<file path="src/rtl/acm_pkg.sv">
// ----------------------------------------------------------------------------
// acm_pkg
// Types, codes and constants shared by the accumulator core modules.
// ----------------------------------------------------------------------------
`timescale 1ns / 1ps
`default_nettype none

package acm_pkg;

  localparam int unsigned ADDR_W     = 8;
  localparam int unsigned DATA_W     = 8;
  localparam int unsigned MEM_DEPTH  = 256;
  localparam int unsigned ADDR_SPACE = 1 << ADDR_W;
  localparam int unsigned IDX_W      = (MEM_DEPTH > 1) ? $clog2(MEM_DEPTH) : 1;

  typedef logic [IDX_W-1:0] mem_idx_t;
  typedef mem_idx_t idx_map_t [ADDR_SPACE];

  // Maps every byte address onto a memory entry, wrapping modulo the depth.
  function automatic idx_map_t build_idx_map();
    idx_map_t m;
    for (int i = 0; i < ADDR_SPACE; i++) begin
      m[i] = mem_idx_t'(i % MEM_DEPTH);
    end
    return m;
  endfunction

  localparam idx_map_t MEM_IDX_MAP = build_idx_map();

  typedef enum logic [1:0] {
    OPER_WRITE = 2'd0,
    OPER_READ  = 2'd1,
    OPER_EXEC  = 2'd2,
    OPER_NONE  = 2'd3
  } oper_e;

  typedef enum logic [7:0] {
    OPC_HLT   = 8'h00,
    OPC_LOAD  = 8'h01,
    OPC_STORE = 8'h02,
    OPC_ADD   = 8'h03,
    OPC_IN    = 8'h04,
    OPC_OUT   = 8'h05
  } opcode_e;

  typedef enum logic [1:0] {
    ST_RUN  = 2'd0,
    ST_HALT = 2'd1,
    ST_BAD  = 2'd2
  } status_e;

  typedef struct packed {
    logic              rd;
    logic              wr;
    logic [ADDR_W-1:0] addr;
    logic [DATA_W-1:0] wdata;
  } mem_req_t;

  typedef struct packed {
    logic [DATA_W-1:0] read_data;
    logic [ADDR_W-1:0] program_counter;
    logic [DATA_W-1:0] accumulator;
    logic              out_valid;
    logic [DATA_W-1:0] out_value;
    logic              input_taken;
    logic [1:0]        run_status;
  } res_t;

endpackage

`default_nettype wire

</file>
<file path="src/rtl/acm_ifs.sv">
// ----------------------------------------------------------------------------
// acm_ifs
// Valid/ready channels carrying command items in and result items out.
// ----------------------------------------------------------------------------
`timescale 1ns / 1ps
`default_nettype none

interface acm_in_if;
  logic                      valid;
  logic                      ready;
  logic [1:0]                operation;
  logic [acm_pkg::ADDR_W-1:0] address;
  logic [acm_pkg::DATA_W-1:0] data;

  modport source (output valid, output operation, output address, output data,
                  input ready);
  modport sink   (input valid, input operation, input address, input data,
                  output ready);
endinterface

interface acm_out_if;
  logic                       valid;
  logic                       ready;
  logic [acm_pkg::DATA_W-1:0] read_data;
  logic [acm_pkg::ADDR_W-1:0] program_counter;
  logic [acm_pkg::DATA_W-1:0] accumulator;
  logic                       out_valid;
  logic [acm_pkg::DATA_W-1:0] out_value;
  logic                       input_taken;
  logic [1:0]                 run_status;

  modport source (output valid, output read_data, output program_counter,
                  output accumulator, output out_valid, output out_value,
                  output input_taken, output run_status, input ready);
  modport sink   (input valid, input read_data, input program_counter,
                  input accumulator, input out_valid, input out_value,
                  input input_taken, input run_status, output ready);
endinterface

`default_nettype wire

</file>
<file path="src/rtl/acm_mem.sv">
// ----------------------------------------------------------------------------
// acm_mem
// Single-port byte memory with registered read and per-entry valid bits.
// ----------------------------------------------------------------------------
`timescale 1ns / 1ps
`default_nettype none

module acm_mem (
  input  logic                       clk_i,
  input  logic                       rst_ni,
  input  acm_pkg::mem_req_t          req_i,
  output logic [acm_pkg::DATA_W-1:0] rdata_o
);
  import acm_pkg::*;

  logic [DATA_W-1:0]    mem_q [MEM_DEPTH];
  logic [MEM_DEPTH-1:0] vld_q;
  logic [DATA_W-1:0]    rdata_q;
  mem_idx_t             idx;

  assign idx = MEM_IDX_MAP[req_i.addr];

  always_ff @(posedge clk_i) begin
    if (req_i.wr) begin
      mem_q[idx] <= req_i.wdata;
    end
  end

  // An entry not written since reset reads as zero.
  always_ff @(posedge clk_i or negedge rst_ni) begin
    if (!rst_ni) begin
      vld_q <= '0;
    end else if (req_i.wr) begin
      vld_q[idx] <= 1'b1;
    end
  end

  always_ff @(posedge clk_i) begin
    if (req_i.rd) begin
      rdata_q <= vld_q[idx] ? mem_q[idx] : '0;
    end
  end

  assign rdata_o = rdata_q;

endmodule

`default_nettype wire

</file>
<file path="src/rtl/acm_ctrl.sv">
// ----------------------------------------------------------------------------
// acm_ctrl
// Sequencer and architectural registers; one shared adder serves both the
// program counter increment and the ADD instruction.
// ----------------------------------------------------------------------------
`timescale 1ns / 1ps
`default_nettype none

module acm_ctrl (
  input  logic                       clk_i,
  input  logic                       rst_ni,
  input  logic                       start_i,
  input  acm_pkg::oper_e             oper_i,
  input  logic [acm_pkg::ADDR_W-1:0] addr_i,
  input  logic [acm_pkg::DATA_W-1:0] data_i,
  input  logic                       take_i,
  output logic                       idle_o,
  output logic                       done_o,
  output acm_pkg::mem_req_t          mem_req_o,
  input  logic [acm_pkg::DATA_W-1:0] mem_rdata_i,
  output acm_pkg::res_t              res_o
);
  import acm_pkg::*;

  typedef enum logic [5:0] {
    S_IDLE   = 6'b000001,
    S_RDWAIT = 6'b000010,
    S_DECODE = 6'b000100,
    S_EADDR  = 6'b001000,
    S_OPND   = 6'b010000,
    S_DONE   = 6'b100000
  } state_e;

  state_e            state_q, state_d;
  logic [ADDR_W-1:0] pc_q, pc_d;
  logic [DATA_W-1:0] acc_q, acc_d;
  status_e           status_q, status_d;
  logic [DATA_W-1:0] data_q, data_d;
  opcode_e           opc_q, opc_d;
  logic [DATA_W-1:0] rd_q, rd_d;
  logic              ovalid_q, ovalid_d;
  logic              taken_q, taken_d;

  logic [DATA_W-1:0] add_a, add_b, add_sum;

  // The adder increments the counter during fetches and adds the operand
  // once the operand byte has arrived.
  assign add_a   = (state_q == S_OPND) ? acc_q : pc_q;
  assign add_b   = (state_q == S_OPND) ? mem_rdata_i : DATA_W'(1);
  assign add_sum = add_a + add_b;

  always_comb begin
    state_d   = state_q;
    pc_d      = pc_q;
    acc_d     = acc_q;
    status_d  = status_q;
    data_d    = data_q;
    opc_d     = opc_q;
    rd_d      = rd_q;
    ovalid_d  = ovalid_q;
    taken_d   = taken_q;
    mem_req_o = '0;
    mem_req_o.addr  = pc_q;
    mem_req_o.wdata = acc_q;

    case (state_q)
      S_IDLE: begin
        if (start_i) begin
          rd_d     = '0;
          ovalid_d = 1'b0;
          taken_d  = 1'b0;
          data_d   = data_i;
          case (oper_i)
            OPER_WRITE: begin
              mem_req_o.wr    = 1'b1;
              mem_req_o.addr  = addr_i;
              mem_req_o.wdata = data_i;
              state_d         = S_DONE;
            end
            OPER_READ: begin
              mem_req_o.rd   = 1'b1;
              mem_req_o.addr = addr_i;
              state_d        = S_RDWAIT;
            end
            OPER_EXEC: begin
              if (status_q == ST_RUN) begin
                mem_req_o.rd = 1'b1;
                pc_d         = add_sum;
                state_d      = S_DECODE;
              end else begin
                state_d = S_DONE;
              end
            end
            default: begin
              state_d = S_DONE;
            end
          endcase
        end
      end
      S_RDWAIT: begin
        rd_d    = mem_rdata_i;
        state_d = S_DONE;
      end
      S_DECODE: begin
        opc_d = opcode_e'(mem_rdata_i);
        case (opcode_e'(mem_rdata_i))
          OPC_HLT: begin
            status_d = ST_HALT;
            state_d  = S_DONE;
          end
          OPC_LOAD, OPC_STORE, OPC_ADD: begin
            mem_req_o.rd = 1'b1;
            pc_d         = add_sum;
            state_d      = S_EADDR;
          end
          OPC_IN: begin
            acc_d   = data_q;
            taken_d = 1'b1;
            state_d = S_DONE;
          end
          OPC_OUT: begin
            ovalid_d = 1'b1;
            state_d  = S_DONE;
          end
          default: begin
            status_d = ST_BAD;
            state_d  = S_DONE;
          end
        endcase
      end
      S_EADDR: begin
        mem_req_o.addr = mem_rdata_i;
        if (opc_q == OPC_STORE) begin
          mem_req_o.wr = 1'b1;
          state_d      = S_DONE;
        end else begin
          mem_req_o.rd = 1'b1;
          state_d      = S_OPND;
        end
      end
      S_OPND: begin
        acc_d   = (opc_q == OPC_ADD) ? add_sum : mem_rdata_i;
        state_d = S_DONE;
      end
      S_DONE: begin
        if (take_i) begin
          state_d = S_IDLE;
        end
      end
      default: begin
        state_d = S_IDLE;
      end
    endcase
  end

  always_ff @(posedge clk_i or negedge rst_ni) begin
    if (!rst_ni) begin
      state_q  <= S_IDLE;
      pc_q     <= '0;
      acc_q    <= '0;
      status_q <= ST_RUN;
      ovalid_q <= 1'b0;
      taken_q  <= 1'b0;
    end else begin
      state_q  <= state_d;
      pc_q     <= pc_d;
      acc_q    <= acc_d;
      status_q <= status_d;
      ovalid_q <= ovalid_d;
      taken_q  <= taken_d;
    end
  end

  always_ff @(posedge clk_i) begin
    data_q <= data_d;
    opc_q  <= opc_d;
    rd_q   <= rd_d;
  end

  assign idle_o = (state_q == S_IDLE);
  assign done_o = (state_q == S_DONE);

  always_comb begin
    res_o                 = '0;
    res_o.read_data       = rd_q;
    res_o.program_counter = pc_q;
    res_o.accumulator     = acc_q;
    res_o.out_valid       = ovalid_q;
    res_o.out_value       = ovalid_q ? acc_q : '0;
    res_o.input_taken     = taken_q;
    res_o.run_status      = status_q;
  end

endmodule

`default_nettype wire

</file>
<file path="src/rtl/accumulator_cpu_core.sv">
// ----------------------------------------------------------------------------
// accumulator_cpu_core
// 8-bit accumulator machine with a byte memory, one command item at a time.
// ----------------------------------------------------------------------------
// Each item is taken in the idle state and walks the sequencer states to
// done, which moves its result into the output register once that is free
// or being read. A memory write, or an execute while stopped or of an
// unknown operation code, goes straight to done, a read via read wait,
// HLT, IN and OUT via decode, STORE via decode and address fetch, and
// LOAD or ADD via those and operand read, as the single memory port with
// registered read carries opcode, address byte and operand reads in turn.
// The next item is taken in the cycle after the result moves into the
// output register, even if it still waits to be taken. Memory reads as all
// zero after reset by per-byte valid bits, so no clearing pass is needed.
`timescale 1ns / 1ps
`default_nettype none

module accumulator_cpu_core (
  input  logic clk_i,
  input  logic rst_ni,
  acm_in_if.sink     in_i,
  acm_out_if.source  out_o
);
  import acm_pkg::*;

  logic              idle;
  logic              done;
  logic              take;
  logic              start;
  mem_req_t          mem_req;
  logic [DATA_W-1:0] mem_rdata;
  res_t              res;
  logic              out_vld_q;
  res_t              res_q;

  assign in_i.ready = idle;
  assign start      = in_i.valid & idle;
  assign take       = ~out_vld_q | out_o.ready;

  acm_ctrl u_ctrl (
    .clk_i       (clk_i),
    .rst_ni      (rst_ni),
    .start_i     (start),
    .oper_i      (oper_e'(in_i.operation)),
    .addr_i      (in_i.address),
    .data_i      (in_i.data),
    .take_i      (take),
    .idle_o      (idle),
    .done_o      (done),
    .mem_req_o   (mem_req),
    .mem_rdata_i (mem_rdata),
    .res_o       (res)
  );

  acm_mem u_mem (
    .clk_i   (clk_i),
    .rst_ni  (rst_ni),
    .req_i   (mem_req),
    .rdata_o (mem_rdata)
  );

  always_ff @(posedge clk_i or negedge rst_ni) begin
    if (!rst_ni) begin
      out_vld_q <= 1'b0;
    end else if (done && take) begin
      out_vld_q <= 1'b1;
    end else if (out_o.ready) begin
      out_vld_q <= 1'b0;
    end
  end

  always_ff @(posedge clk_i) begin
    if (done && take) begin
      res_q <= res;
    end
  end

  assign out_o.valid           = out_vld_q;
  assign out_o.read_data       = res_q.read_data;
  assign out_o.program_counter = res_q.program_counter;
  assign out_o.accumulator     = res_q.accumulator;
  assign out_o.out_valid       = res_q.out_valid;
  assign out_o.out_value       = res_q.out_value;
  assign out_o.input_taken     = res_q.input_taken;
  assign out_o.run_status      = res_q.run_status;

endmodule

`default_nettype wire

</file>
<file path="src/flat_wrapper.sv">
// flat-port wrapper written by rule: the top's interface ports become plain ports
module accumulator_cpu_core_flat import acm_pkg::*;
  (clk_i, rst_ni, in_i_valid, in_i_operation, in_i_address, in_i_data, in_i_ready, out_o_valid, out_o_read_data, out_o_program_counter, out_o_accumulator, out_o_out_valid, out_o_out_value, out_o_input_taken, out_o_run_status, out_o_ready);
  acm_in_if in_i_i ();
  acm_out_if out_o_i ();
  input  logic clk_i;
  input  logic rst_ni;
  input wire logic [$bits(in_i_i.valid)-1:0] in_i_valid;
  input wire logic [$bits(in_i_i.operation)-1:0] in_i_operation;
  input wire logic [$bits(in_i_i.address)-1:0] in_i_address;
  input wire logic [$bits(in_i_i.data)-1:0] in_i_data;
  output wire logic [$bits(in_i_i.ready)-1:0] in_i_ready;
  output wire logic [$bits(out_o_i.valid)-1:0] out_o_valid;
  output wire logic [$bits(out_o_i.read_data)-1:0] out_o_read_data;
  output wire logic [$bits(out_o_i.program_counter)-1:0] out_o_program_counter;
  output wire logic [$bits(out_o_i.accumulator)-1:0] out_o_accumulator;
  output wire logic [$bits(out_o_i.out_valid)-1:0] out_o_out_valid;
  output wire logic [$bits(out_o_i.out_value)-1:0] out_o_out_value;
  output wire logic [$bits(out_o_i.input_taken)-1:0] out_o_input_taken;
  output wire logic [$bits(out_o_i.run_status)-1:0] out_o_run_status;
  input wire logic [$bits(out_o_i.ready)-1:0] out_o_ready;
  assign in_i_i.valid = in_i_valid;
  assign in_i_i.operation = in_i_operation;
  assign in_i_i.address = in_i_address;
  assign in_i_i.data = in_i_data;
  assign in_i_ready = in_i_i.ready;
  assign out_o_valid = out_o_i.valid;
  assign out_o_read_data = out_o_i.read_data;
  assign out_o_program_counter = out_o_i.program_counter;
  assign out_o_accumulator = out_o_i.accumulator;
  assign out_o_out_valid = out_o_i.out_valid;
  assign out_o_out_value = out_o_i.out_value;
  assign out_o_input_taken = out_o_i.input_taken;
  assign out_o_run_status = out_o_i.run_status;
  assign out_o_i.ready = out_o_ready;
  accumulator_cpu_core u_core (.clk_i(clk_i), .rst_ni(rst_ni), .in_i(in_i_i), .out_o(out_o_i));
endmodule
</file>
<file path="config.mk">
export PLATFORM = sky130hd
export DESIGN_NAME = accumulator_cpu_core_flat
export DESIGN_NICKNAME = d
export VERILOG_FILES = /design/src/rtl/acm_pkg.sv /design/src/rtl/acm_ifs.sv /design/src/rtl/acm_mem.sv /design/src/rtl/acm_ctrl.sv /design/src/rtl/accumulator_cpu_core.sv /design/src/flat_wrapper.sv
export SDC_FILE = /design/constraint.sdc
export NUM_CORES = 2
export LEC_CHECK = 0
export BUFFER_PORTS_ARGS = -buffer_cell sky130_fd_sc_hd__clkbuf_2
export CORE_ASPECT_RATIO = 1.75
export CORE_MARGIN = 4
export CORE_UTILIZATION = 55
export DETAILED_ROUTE_END_ITERATION = 8
export PLACE_DENSITY = 0.74
export SLEW_MARGIN = 20
export SYNTH_ARGS = -nofsm -noshare
export SYNTH_HDL_FRONTEND = slang
export SYNTH_SLANG_ARGS = --single-unit
export TNS_END_PERCENT = 5
</file>
<file path="constraint.sdc">
create_clock -name clk_i -period 5.7 [get_ports clk_i]
set_input_delay 1.14 -clock clk_i [delete_from_list [all_inputs] [get_ports clk_i]]
set_output_delay 1.14 -clock clk_i [all_outputs]
set_load 0.01 [all_outputs]
</file>
==> metrics list <==
- Total of endpoints with negative setup slack in the final report: 0
* Global route total overflow: 0
- Total power of the final layout: 46,930 µW
- Wire length of the first global-routing pass: between 300 and 400 mm
- Post-synthesis cell count: 6,770
- Latest clock arrival within the worst-skew pair: 0.84 ns
- The largest single stage delay on the critical path is 0.71 ns.
* Per-instance average area after synthesis: 13.99 µm²
- Chip Width: 321.7 µm
* Number of buffers added to fix hold violations after cts: 0
* Sequential cell fraction of total power: 0.417
- The library cell used most frequently in the layout, excluding fill and tap cells, is edfxtp_1.
- Worst path top cell family by delay: compound AO/OA/AOI/OAI gates
* Inserted Clock Buffers: about 200
- Post-CTS repair changed the size of 0 cells.
- During placement, the flow inserted port buffers numbering 59.
* Clock buffer depth: 4
* Final count of hold timing violations: 0
- Sorting the synthesized cells by area gives the leading types as edfxtp_1 67%, dfrtp_1 7.4%, nand2_1 5.4%.
* Async set-reset flop share out of synthesis: 0.1180
- For this run, the post-layout net count is 7,167.
- Area of the die: 0.1792 mm²
* Clock-pin slew reported for the worst setup and hold paths after clock tree synthesis: 0.07 ns
* Wirelength per Cell: 27.41 µm
* Clock tree from TritonCTS: yes
- Data arrival time at the worst-slack endpoint: 6.24 ns
- Count of placed standard cells including taps: 9,167
- Crit path launch: u_core.u_ctrl.state_q[3]
- In the layout the commonest cells are 2,116 x edfxtp_1, 1,369 x nand2_1, 457 x mux2i_1, 444 x buf_4, 368 x nand3_1.
* Net count after synthesis: 6,803
- The most numerous cell type found on the critical path is o21ai_0.
- The worst setup path is captured at a flip-flop.
- The number of antenna violations at the first check in global routing was 4.
* Switching power as a share of total power: 0.3313
* Worst slack at placement: -0.3920 ns
- Along the worst path, the maximum fanout reaches 38.
- Switching power summed over all nets: 15,550 µW
- Summed over all failing endpoints, the final setup total negative slack is 0 ns.
- Number of global-route vias before repair: just under 60,000
- For the pin with the worst max-slew slack, the measured transition is 1.141 ns.
- The worst setup path is launched from a flip-flop.
- Non-filler instance count after layout: 9,525
* Ratio of cells with drive above 1 in the final layout: 0.1586
- Counting I/O delays and the setup requirement, the final critical path takes roughly 5.7 ns.
- Count of different cell masters after synthesis: 69
* Maximum number of pins on one net before global-route repair: 171
- Half-perimeter wire length after detailed placement: 167.7 mm
- Post-route antenna net violation count: 0
- The critical path contains buffers and inverters numbering 2 combined.
- The critical path is of the reg -> reg type.
- Traced cell by cell, the critical path runs through or4b_1 -> or3_1 -> a311o_1 -> nand3_4 -> buf_12 -> buf_4 -> o22ai_1 -> o21ai_0 -> nand4_1 -> o21ai_0 -> nand2_1 -> o31a_1.
* Main flop type after synthesis: edfxtp_1
* Top Ports: 60
* Post-synth EDFFs: 2,116
- The final-report max-slew violation count was 0.
- Counting flops and latches in the post-synthesis netlist gives ~2,400.
* Portion of total power attributed to combinational logic: 0.293
- Number of fill cells in the layout: around 12,000
* Height of the die: roughly 560 µm
- Buffers added to address setup during post-CTS repair amount to 0.
- On the critical path, the stage with the largest delay is an instance of or4b_1.
- Period Utilization, post-route: 0.9915
* Slew headroom: 0.2362
- At the end of the flow the core is filled with cells to 0.6265.
- For this run, design rule violations remaining after detail routing come to 0.
- For this design the ratio of total power to cell area is roughly 440 mW/mm².
* Setup repair after global routing missed its margin: false
- On the final layout, the worst clock skew is 0.04080 ns.
- Counting every sink on the clock net gives 2,399.
* H-tree lvl count: 4
* Detail-routed via count per cell: 6.287
- Timing would allow up to 176.9 MHz.
- Cell at the root of the clock tree: clkbuf_16
- Of the total power, the clock network draws 0.291.
* Post-Route WL: 261.1 mm
* Starting DRC count in detailed routing: 7,382
- The area growth from synthesis to layout is 13.26%.
- In this run the register-to-register setup slack is around 0.048 ns.
* Worst Slack Setup Final: approximately 0.048 ns
- Across the run, the number of max-cap violations was 0.
* Overall global routing resource usage: 0.2878
- The total area inside the core boundary comes to 0.1713 mm².
- Initial core utilization: 0.5531
* Class of the worst hold path: in -> async
* YS warnings: 0
* Sequential-to-total area share from yosys stat: 0.7455
- Maximum vdd drop: 0.3584 mV
- Worst R2R Start: u_core.u_ctrl.state_q[3]
* Worst Path Required: 6.29 ns
- For this block, the via count after detailed routing is 59,884.
- The congestion estimate from routability-driven global placement came to slightly above 0.9.
- Summed over all cells, the static leakage comes to 0.03993 µW.
* Internal power: 31,380 µW
- Length of the first detailed-routing pass in iterations: 6
* Yosys top cell area share: 0.6707
* Run status: complete, no violations
- In this run the core area contains around 200 standard-cell rows.
- Cell type contributing the most total cell area after synthesis: edfxtp_1
* Cell area after synthesis: 0.09473 mm²
[power groups by stage]
| stage | Sequential [µW] | Clock [µW] | Combinational, µW |
|---|---|---|---|
| 5_1_grt | 19600 | 14500 | 14400 |
| 6_report | 19600 | 13600 | 13700 |
| 3_5_place_dp | 19900 | 0 | 13500 |
| 4_1_cts | 19500 | 13700 | 13600 |
| 2_1_floorplan | 19900 | 0 | 8290 |
| 3_3_place_gp | 19900 | 0 | 13300 |
[area by class of cell]
class	count	area [µm²]	area share
Antenna cell	1	2.502	0.00002332
Clock buffer	264	5455	0.05084
Clock inverter	92	980.9	0.009143
Inverter	21	78.83	0.0007347
Multi-Input combinational cell	3943	22350	0.2083
Sequential cell	2399	70620	0.6582
Tap cell	2233	2794	0.02604
Timing Repair Buffer	572	5007	0.04667
[path summary, 6_finish.rpt]
path,endpoint,depth (start not counted)
setup / recovery,u_core.u_mem.rdata_o[4],12
max in group asynchronous,u_core.u_mem.vld_q[40],2
min in group clk_i,u_core.out_o.read_data[7],0
hold / removal,u_core.u_mem.vld_q[224],1
setup reg to reg,u_core.u_mem.rdata_o[4],12
hold reg to reg,u_core.out_o.read_data[7],0
[stage by stage]
step / instance area (µm²) / hold slack, ns
4_1_cts: 107300 / 0.2596
3_5_place_dp: 100800 / 0.4072
6_report: 107300 / 0.2692
2_1_floorplan: 94730 / 0.4003
3_3_place_gp: 100800 / 0.4089
5_1_grt: 107300 / 0.2860
[flip-flops by register name, summed over array words and instances, names as in the netlist, 8 cells and up]
| name | count |
|---|---|
| u_core.u_ctrl.pc_q | 8 |
| u_core.u_ctrl.opc_q | 8 |
| u_core.u_ctrl.data_q | 8 |
| u_core.out_o.out_value | 8 |
| u_core.u_ctrl.acc_q | 8 |
| u_core.u_mem.rdata_o | 8 |
| u_core.u_mem.vld_q | 256 |
| u_core.u_ctrl.rd_q | 8 |
| u_core.out_o.accumulator | 8 |
| u_core.u_mem.mem_q | 2048 |
| u_core.out_o.program_counter | 8 |
| u_core.out_o.read_data | 8 |
[cells in the mapped netlist (all sizes together), types with 7 or more instances]
cell / number
edfxtp: 2116
nand2: 1369
mux2i: 457
nand3: 371
nor2: 303
dfrtp: 282
or2: 258
buf: 250
a21oi: 200
o22ai: 178
clkbuf: 157
a31oi: 150
nand4: 149
o21ai: 148
a32oi: 78
a22oi: 53
nor4: 24
and3: 23
a211oi: 21
inv: 21
nor3: 18
and2: 13
mux2: 11
ha: 10
a221o: 9
o31a: 9
a22o: 7
o221ai: 7
[worst register-to-register path, cell delays in order (launching register included)]
cell and delay (ns):
dfrtp_1 0.52, or4b_1 0.72, or3_1 0.63, a311o_1 0.57, nand3_4 0.28, buf_12 0.26, buf_4 0.27, o22ai_1 0.09
o21ai_0 0.59, nand4_1 0.21, o21ai_0 0.62, nand2_1 0.35, o31a_1 0.32
[cells by family after synthesis]
logic type	count (synthesis)	synth area share
flops	2399	0.7455
simple gates	2564	0.1211
fa+ha+maj	11	0.001532
compound gates	886	0.05925
mux	474	0.05102
buf+inv	428	0.02082
xor+xnor	8	0.0007397
[routing by layer]
layer  up-vias  GRT usage  part of all wire  wire length (µm)
met5         -          0           0.00010                27
met4         4     0.1933             0.079             20750
met3       855    0.04027             0.077             20190
met2      3285     0.4986              0.51            132600
met1     29901     0.3337              0.34             87550
li1      25839          -                 -                 -
(Power assumes the default switching activity.)
